==> config.mk <==
export PLATFORM = sky130hd
export DESIGN_NAME = sgs_arith
export DESIGN_NICKNAME = d
export VERILOG_FILES = /design/src/design/sgs_pkg.sv /design/src/design/sgs_arith.sv
export SDC_FILE = /design/constraint.sdc
export NUM_CORES = 1
export LEC_CHECK = 0
export BUFFER_PORTS_ARGS = -buffer_cell sky130_fd_sc_hd__buf_2
export CORE_MARGIN = 2
export CORE_UTILIZATION = 40
export CTS_CLUSTER_DIAMETER = 150
export DETAILED_ROUTE_END_ITERATION = 7
export GPL_ROUTABILITY_DRIVEN = 0
export SLEW_MARGIN = 20
export SYNTH_ARGS = -nofsm -noshare
export SYNTH_HDL_FRONTEND = slang
export SYNTH_SLANG_ARGS = --single-unit
==> constraint.sdc <==
create_clock -name i_clk -period 6.8 [get_ports i_clk]
set_input_delay 1.36 -clock i_clk [delete_from_list [all_inputs] [get_ports i_clk]]
set_output_delay 1.36 -clock i_clk [all_outputs]
set_load 0.02 [all_outputs]
==> src/design/sgs_pkg.sv <==
// ----------------------------------------------------------------------------
// sgs_pkg
// Shared widths, codes and control types of the scattered group sampler.
// ----------------------------------------------------------------------------
package sgs_pkg;

    // fixed field widths of the request and result beats
    localparam int GROUP_BITS = 4;
    localparam int WVAL_BITS  = 24;
    localparam int FRAC_BITS  = 24;
    localparam int CFG_BITS   = 5;

    // active group count after reset
    localparam int CFG_GROUPS_RST = 16;

    // step counter for the shift-add multiply, one fraction bit per cycle
    localparam int MC_W = $clog2(FRAC_BITS);

    // request kinds
    localparam logic KIND_WRITE  = 1'b0;
    localparam logic KIND_SAMPLE = 1'b1;

    // per-cycle command to the shared arithmetic unit
    typedef struct packed {
        logic load;       // clear accumulators, capture fraction
        logic acc_total;  // total += weight
        logic mul_step;   // product += total if fraction bit set; shift
        logic acc_run;    // running sum += weight, compare
    } t_dp_ctrl;

endpackage

==> src/design/sgs_arith.sv <==
// ----------------------------------------------------------------------------
// sgs_arith
// Shared adder with total, product and running-sum registers.
// ----------------------------------------------------------------------------
module sgs_arith #(
    parameter int WEIGHT_BITS = 24,
    parameter int SUM_W       = 28
) (
    input  logic                     i_clk,
    input  sgs_pkg::t_dp_ctrl        i_ctrl,
    input  logic [sgs_pkg::FRAC_BITS-1:0] i_frac,
    input  logic [WEIGHT_BITS-1:0]   i_weight,
    output logic                     o_hit
);
    import sgs_pkg::*;

    localparam int PROD_W = SUM_W + FRAC_BITS;

    logic [PROD_W-1:0]    r_total;
    logic [PROD_W-1:0]    r_prod;
    logic [SUM_W-1:0]     r_run;
    logic [FRAC_BITS-1:0] r_frac;

    logic [PROD_W-1:0] opa;
    logic [PROD_W-1:0] opb;
    logic [PROD_W-1:0] sum;

    // one adder serves all three passes
    always_comb begin
        opa = PROD_W'(r_run);
        opb = PROD_W'(i_weight);
        if (i_ctrl.acc_total) begin
            opa = r_total;
        end else if (i_ctrl.mul_step) begin
            opa = r_prod;
            opb = r_total;
        end
        sum = opa + opb;
    end

    // frac * total < run * 2^FRAC_BITS, exact
    assign o_hit = r_prod < {sum[SUM_W-1:0], {FRAC_BITS{1'b0}}};

    always_ff @(posedge i_clk) begin
        if (i_ctrl.load) begin
            r_total <= '0;
            r_prod  <= '0;
            r_run   <= '0;
            r_frac  <= i_frac;
        end else if (i_ctrl.acc_total) begin
            r_total <= sum;
        end else if (i_ctrl.mul_step) begin
            if (r_frac[0]) begin
                r_prod <= sum;
            end
            r_total <= r_total << 1;
            r_frac  <= r_frac >> 1;
        end else if (i_ctrl.acc_run) begin
            r_run <= sum[SUM_W-1:0];
        end
    end
endmodule

==> results of run 1 <==
## cell type report
class	count	area [µm²]	share of cell area, %
clock buffer	20	457.9	3.234
inverter	24	90.09	0.6363
timing repair buffer	215	1634	11.54
sequential	156	3363	23.75
tap	378	473.0	3.340
clock inverter	12	128.9	0.9102
multi-input combinational	1140	8011	56.58
## critical path, stage by stage
cell and delay (ns):
buf_8 0.10, nor2b_4 0.12, buf_12 0.14, buf_12 0.13
mux2_4 0.30, ha_4 0.26, a21o_1 0.21, a211oi_4 0.29
a21oi_2 0.11, a31oi_4 0.25, o21ai_4 0.11, a21oi_2 0.18
o21bai_1 0.09, xnor2_1 0.23, ha_1 0.29, a21o_1 0.17
a21oi_2 0.11, nor2_1 0.06, a2111oi_2 0.38, o31ai_2 0.17
a221oi_4 0.27, buf_6 0.16
## sequential cells by signal, indices dropped and copies added (netlist names)
name / count
r_prod: 52
r_total: 52
r_frac: 24
r_run: 28
## cell families (layout without fill, tap and decap cells)
family	count (synthesis)	count (layout)	share of synthesized area (%)
AOI/OAI and AO/OA	443	443	24.57
xor gates and xnor gates	47	47	3.596
adders and majority gates	79	79	8.700
buffers and inverters	131	271	4.656
DFF	156	156	29.38
muxes	101	101	9.466
and+or+nand+nor	470	470	19.63
## worst max-delay path by stage
stage                     startpoint    end  slack, ns  cells after the start
final                      i_ctrl[1]  o_hit      -0.09                     22
after global routing       i_ctrl[1]  o_hit      -0.38                     22
after CTS                  i_ctrl[1]  o_hit      -0.07                     22
after detailed placement   i_ctrl[2]  o_hit      -0.49                     24
after global placement     i_ctrl[2]  o_hit      -0.44                     24
after floorplan            i_ctrl[1]  o_hit      0.001                     24
## cells in the mapped netlist, types with 4 or more instances
cell type | number | area share (%)
nand2_1 | 172 | 5.6
a21oi_1 | 135 | 5.9
dfxtp_1 | 132 | 23
nor2_1 | 107 | 3.5
o21ai_0 | 99 | 4.3
clkbuf_1 | 81 | 2.7
ha_1 | 78 | 8.5
a211oi_1 | 77 | 5.0
mux2_2 | 58 | 5.7
a21o_1 | 43 | 2.8
mux2i_1 | 43 | 3.8
and2_1 | 37 | 2.0
nor2b_1 | 36 | 2.0
edfxtp_1 | 24 | 6.3
inv_1 | 24 | 0.79
xnor2_1 | 24 | 1.8
xor2_1 | 23 | 1.8
nand3_1 | 20 | 0.87
nand4_1 | 20 | 1.1
nor3_1 | 16 | 0.70
a31oi_1 | 15 | 0.82
and3_1 | 14 | 0.77
buf_1 | 13 | 0.43
o21bai_1 | 10 | 0.66
nor4_1 | 8 | 0.44
or3_1 | 8 | 0.44
a221oi_1 | 6 | 0.46
nand2b_1 | 6 | 0.33
nor3b_1 | 6 | 0.39
buf_2 | 5 | 0.22
buf_4 | 5 | 0.33
o211ai_1 | 5 | 0.33
o21a_1 | 5 | 0.33
o21ai_1 | 4 | 0.17
o31ai_1 | 4 | 0.26
## cells in the final DEF, fill, tap and decap left out, drive strengths merged, types with 30 or more instances in the layout
| cell | Yosys | final |
|---|---|---|
| ha | 78 | 78 |
| inv | 24 | 30 |
| nor2 | 107 | 107 |
| a211oi | 79 | 79 |
| mux2 | 58 | 58 |
| dfxtp | 132 | 132 |
| nor2b | 36 | 36 |
| o21ai | 105 | 105 |
| buf | 25 | 214 |
| a21o | 44 | 44 |
| mux2i | 43 | 43 |
| a21oi | 135 | 135 |
| and2 | 37 | 37 |
| nand2 | 172 | 172 |
## stage by stage
step           area, µm²  std cells
6_report           14160       1945
2_1_floorplan      11580       1427
5_1_grt            14160       1945
3_3_place_gp       12970       1889
3_5_place_dp       12970       1889
4_1_cts            13940       1938
## power by group through the flow
stage / Sequential (mW) / Clock [mW] / Combinational [mW]
2_1_floorplan: 1.05 / 0 / 0.484
3_3_place_gp: 1.06 / 0 / 0.778
3_5_place_dp: 1.07 / 0 / 0.786
4_1_cts: 1.05 / 1.00 / 0.851
5_1_grt: 1.05 / 1.03 / 0.988
6_report: 1.05 / 0.985 / 0.902
## timing repair
| action | 4_1_cts | 5_1_grt |
|---|---|---|
| setup buffers | 16 | 7 |
| endpoints found under the setup margin | 1 | 1 |
| hold endpoints to repair | 0 | 0 |
| hold buffers | 0 | 0 |
| resized for setup | 42 | 31 |
| pin swaps | 30 | 24 |
| cloned | 1 | 0 |
## routing by layer
layer | up-vias | track usage, % | wire (µm)
li1 | 5433 | - | -
met1 | 5139 | 30.54 | 16010
met2 | 273 | 37.55 | 15910
met3 | 55 | 2.880 | 1424
met4 | 0 | 7.451 | 808
met5 | - | 0 | 0
==> flow_summary.toml, run 1 <==
[status]
outcome = "finished, violations left"
violations = "negative setup slack"

[clock_tree]
insertion_delay_ns = 0.44
path_clk_slew_ns = 0.07
clock_path_buffers = 2
cts_max_level = 4
tritoncts = "built"
cts_inserted_buffers = 17
cts_root_buffer = "clkbuf_16"
clock-sinks = 156

[setup_path]
cp.required_ns = 5.44
endpoint_kind = "output pin"
r2r_cells = 17
reg2reg_to = "r_prod[44]$_SDFFE_PP0P_"
crit_type = "input pin to output pin"
cp_max_fo = 7
cp-start-kind = "input pin"
reg2reg_slack_ns = 2.94
crit-reg2reg-launch = "r_total[2]$_SDFFE_PP0P_"
crit_arrival_ns = 5.53

[sta]
fin_setup_tns_ns = -0.08503
worstMarginPinSlew_ns = 1.021
rsz0062_at_grt = "yes"
setup_viol = 1
finalClockSkew_ns = 0.01427
finalWorstSetupSlack_ns = -0.08503
hold_slack_ns = 0.4543
final-hold-violation-count = 0
max_freq_mhz = 145.2
slew_headroom_pct = 31.91
drv_slew = 0
fin_crit_sh_pct = 101.3
finalCriticalPeriod_ns = 6.885

[final_layout]
final_core_util_pct = 50.55
fillers = 2680
syn2layout_area_growth_pct = 23.69
nets = 1686
drive_above_1_share_pct = 24.25
antennaDiodeCount = 0

[synth]
ys_seq_elements = 156
async_reset_ff_share_pct = 0
ys.warnings.count = 0
syn_inst = 1427
synth_cell_types = 75
ys.flop_type = "dfxtp_1"
synth_area_um2 = 11450
synth_edf_count = 24
synth.avg_cell_area_um2 = 8.022
synth_fp_nets = 1559
ys_seq_area_share_pct = 29.38

[worst_hold_path]
hold_depth = 2
min-delay-path-class = "register to register"
min_from = "r_prod[21]$_SDFFE_PP0P_"
min_delay_worst_endpoint = "r_prod[21]$_SDFFE_PP0P_"

[detailed_routing]
drcViolationCount = 0
wirelength_mm = 34.15
antenna_left = 0
vias = 10900
wire_per_inst_um = 17.56
viasPerCell = 5.604
dr.pass1.iters = 5
drt_iter0_markers = 703

[global_routing]
grt_pass1_wl_mm = 55.19
overflow = 0
grt_max_degree = 79
grt_pass1_vias = 10430
grt_usage_pct = 22.67
antenna_found_initial = 0

[power_and_ir_drop]
seqPwrFrac_pct = 35.7
swShare_pct = 32.82
ir_drop_mv = 0.1501
internal_power_mw = 1.971
p_leak_nw = 5.959
cellPowerDensity_nw_per_um2 = 207.2
combPwrFrac_pct = 30.8
p_clk_share_pct = 33.6
power.switching_mw = 0.9626
finalPower_mw = 2.933

[floorplanning]
die-width_um = 173.2
die_y_um = 173.2
core-area_um2 = 28010
rows = 61
pin_count = 54
dieArea_um2 = 29990
start_util_pct = 40.87

[placement]
io_buffers = 53
dp_slack_ns = -0.4867
dp_hpwl_mm = 24.09

[flow_run]
maxCapViolCount = 0
Power figures use the tool's default switching activity.
==> inputs of run 2 (changes only) <==
==> constraint.sdc (replaced) <==
create_clock -name i_clk -period 5.8 [get_ports i_clk]
set_input_delay 1.16 -clock i_clk [delete_from_list [all_inputs] [get_ports i_clk]]
set_output_delay 1.16 -clock i_clk [all_outputs]
set_load 0.02 [all_outputs]
==> run 2 against run 1 <==
  * Final area about the same
  * Global-route usage shrank 0.66 points
  * Clock power increased by 20%
  * The flow still finishes with violations (negative setup slack)
==> flow_summary.toml, run 2 (synthesized netlist as in run 1, its figures left out) <==
[status]
outcome = "finished, violations left"
violations = "negative setup slack"

[setup_path]
cp-start-kind = "input pin"
cp.required_ns = 4.64
crit_type = "input pin to output pin"
worst_path_most_repeated_cell = "buf_4"
endpoint_kind = "output pin"
cp_max_fo = 37
slowest_stage = "buf_4"
critical_path_buf_inv_count = 6
cpPeakStageDelay_ns = 0.43
worstPathCellList = "buf_8, nor2b_4, buf_4, mux2_2, ha_1, buf_4, nand4_1, nor3_1, nand3_1, o21ba_2, o21bai_1, xor2_1, inv_1, ha_1, buf_4, a221oi_4, buf_6"
crit_arrival_ns = 5.41
critPathLaunch = "i_ctrl[1]"
crit-reg2reg-launch = "r_run[0]$_SDFFE_PP0P_"
crit_end = "o_hit"
r2r_cells = 16
crit_cells = 17
reg2reg_to = "r_prod[44]$_SDFFE_PP0P_"
cp_top_family = "buffers and inverters"
reg2reg_slack_ns = 2.05

[floorplanning]
core-area_um2 = 28010
dieArea_um2 = 29990
pin_count = 54
rows = 61
start_util_pct = 40.87
die-width_um = 173.2
die_y_um = 173.2

[sta]
slew_headroom_pct = 31.40
max_freq_mhz = 152.2
rsz0062_at_grt = "yes"
drv_slew = 0
worstMarginPinSlew_ns = 1.029
finalCriticalPeriod_ns = 6.571
setup_viol = 1
finalClockSkew_ns = 0.01332
finalWorstSetupSlack_ns = -0.7712
fin_crit_sh_pct = 113.3
final-hold-violation-count = 0

[detailed_routing]
dr.pass1.iters = 5
wire_per_inst_um = 16.90
drcViolationCount = 0
drt_iter0_markers = 600
antenna_left = 0
wirelength_mm = 33.11
vias = 10810
viasPerCell = 5.516

[clock_tree]
insertion_delay_ns = 0.44
clock_path_buffers = 2
cts_max_level = 4
path_clk_slew_ns = 0.07
ctsHoldBuffers = 0
cts_inserted_buffers = 17
clock-sinks = 156
cts_root_buffer = "clkbuf_16"
tritoncts = "built"

[flow_run]
maxCapViolCount = 0

[power_and_ir_drop]
finalPower_mw = 3.475
ir_drop_mv = 0.1911
p_leak_nw = 5.996
cellPowerDensity_nw_per_um2 = 245.5

[global_routing]
overflow = 0
antenna_found_initial = 0
grt_pass1_wl_mm = 53.62
grt_max_degree = 99
grt_pass1_vias = 10270
grt_usage_pct = 22.01

[final_layout]
top_regs = "r_prod x52, r_total x52, r_run x28"
antennaDiodeCount = 0
nets = 1700
final_core_util_pct = 50.53
drive_above_1_share_pct = 24.48
syn2layout_area_growth_pct = 23.64
final_common_cell = "nand2_1"
final_cell_mix = "171 x nand2_1, 168 x buf_4, 132 x dfxtp_1"

[placement]
io_buffers = 53
dp_slack_ns = -0.8947
dp_hpwl_mm = 23.86

[worst_hold_path]
min-delay-path-class = "register to register"
run 2: cell types whose count changed in the layout (fill, tap and decap cells not counted), sizes merged, moves of 2 or more:
cell    previous run  this run
bufinv             1         3
clkbuf            20        23
inv               30        25
buf              214       229
run 2: layout make-up:
type,count,area (µm²)
Clock buffer,23,471.7
Fill cell,2724,13860
Inverter,24,90.09
Timing Repair Buffer,229,1697
Clock inverter,9,136.4
Multi-Input combinational cell,1140,7923
Tap cell,378,473.0
Sequential cell,156,3363
run 2: worst min-delay path by stage:
| stage | from | end | slack (ns) | cells after the start |
|---|---|---|---|---|
| floorplan | r_run[0]$_SDFFE_PP0P_ | r_run[0]$_SDFFE_PP0P_ | 0.44 | 2 |
| global placement | r_prod[18]$_SDFFE_PP0P_ | r_prod[18]$_SDFFE_PP0P_ | 0.44 | 2 |
| detailed placement | r_run[27]$_SDFFE_PP0P_ | r_run[27]$_SDFFE_PP0P_ | 0.45 | 2 |
| CTS | r_run[27]$_SDFFE_PP0P_ | r_run[27]$_SDFFE_PP0P_ | 0.45 | 2 |
| global route | r_run[20]$_SDFFE_PP0P_ | r_run[20]$_SDFFE_PP0P_ | 0.48 | 2 |
| finish | r_prod[18]$_SDFFE_PP0P_ | r_prod[18]$_SDFFE_PP0P_ | 0.45 | 2 |
run 2: worst reg2reg max path, cell delays in order (launching register included):
cell	delay, ns
dfxtp_1	0.33
mux2i_1	0.06
o21ai_0	0.35
ha_4	0.21
fa_2	0.21
a21oi_2	0.07
nand4b_1	0.20
buf_4	0.17
a21o_2	0.22
a211oi_2	0.25
buf_4	0.15
o21ai_1	0.11
buf_4	0.18
o211ai_1	0.38
a31oi_1	0.26
or4_1	0.45
nand3_1	0.09
run 2: repair_timing:
item | in CTS | in global routing
gates cloned | 1 | 0
buffers inserted | 25 | 2
pin swaps | 28 | 7
setup endpoints to repair | 1 | 1
gates resized for setup | 29 | 14
run 2: per-layer routing:
metal  up-vias  share of wire (%)  global-route usage (%)
li1       5457                  -                       -
met5         -                  0                       0
met4         0                2.8                   7.804
met1      5073                 48                   29.57
met3        50                3.7                   3.408
met2       226                 46                   35.82
run 2: report_power, final:
part / total (mW) / switching (mW) / internal (mW)
Combinational: 1.07 / 0.542 / 0.528
Clock: 1.18 / 0.471 / 0.707
Sequential: 1.23 / 0.0517 / 1.18
run 2: stage by stage:
step	TNS (ns)	cell area, µm²	hold slack (ns)	cells
floorplan	-0.4736	11690	0.4357	1427
global placement	-0.8854	13100	0.4419	1899
detailed placement	-0.8947	13100	0.4460	1899
CTS	-0.6777	14080	0.4545	1957
global route	-0.9169	14150	0.4770	1959
finish	-0.7712	14150	0.4544	1959
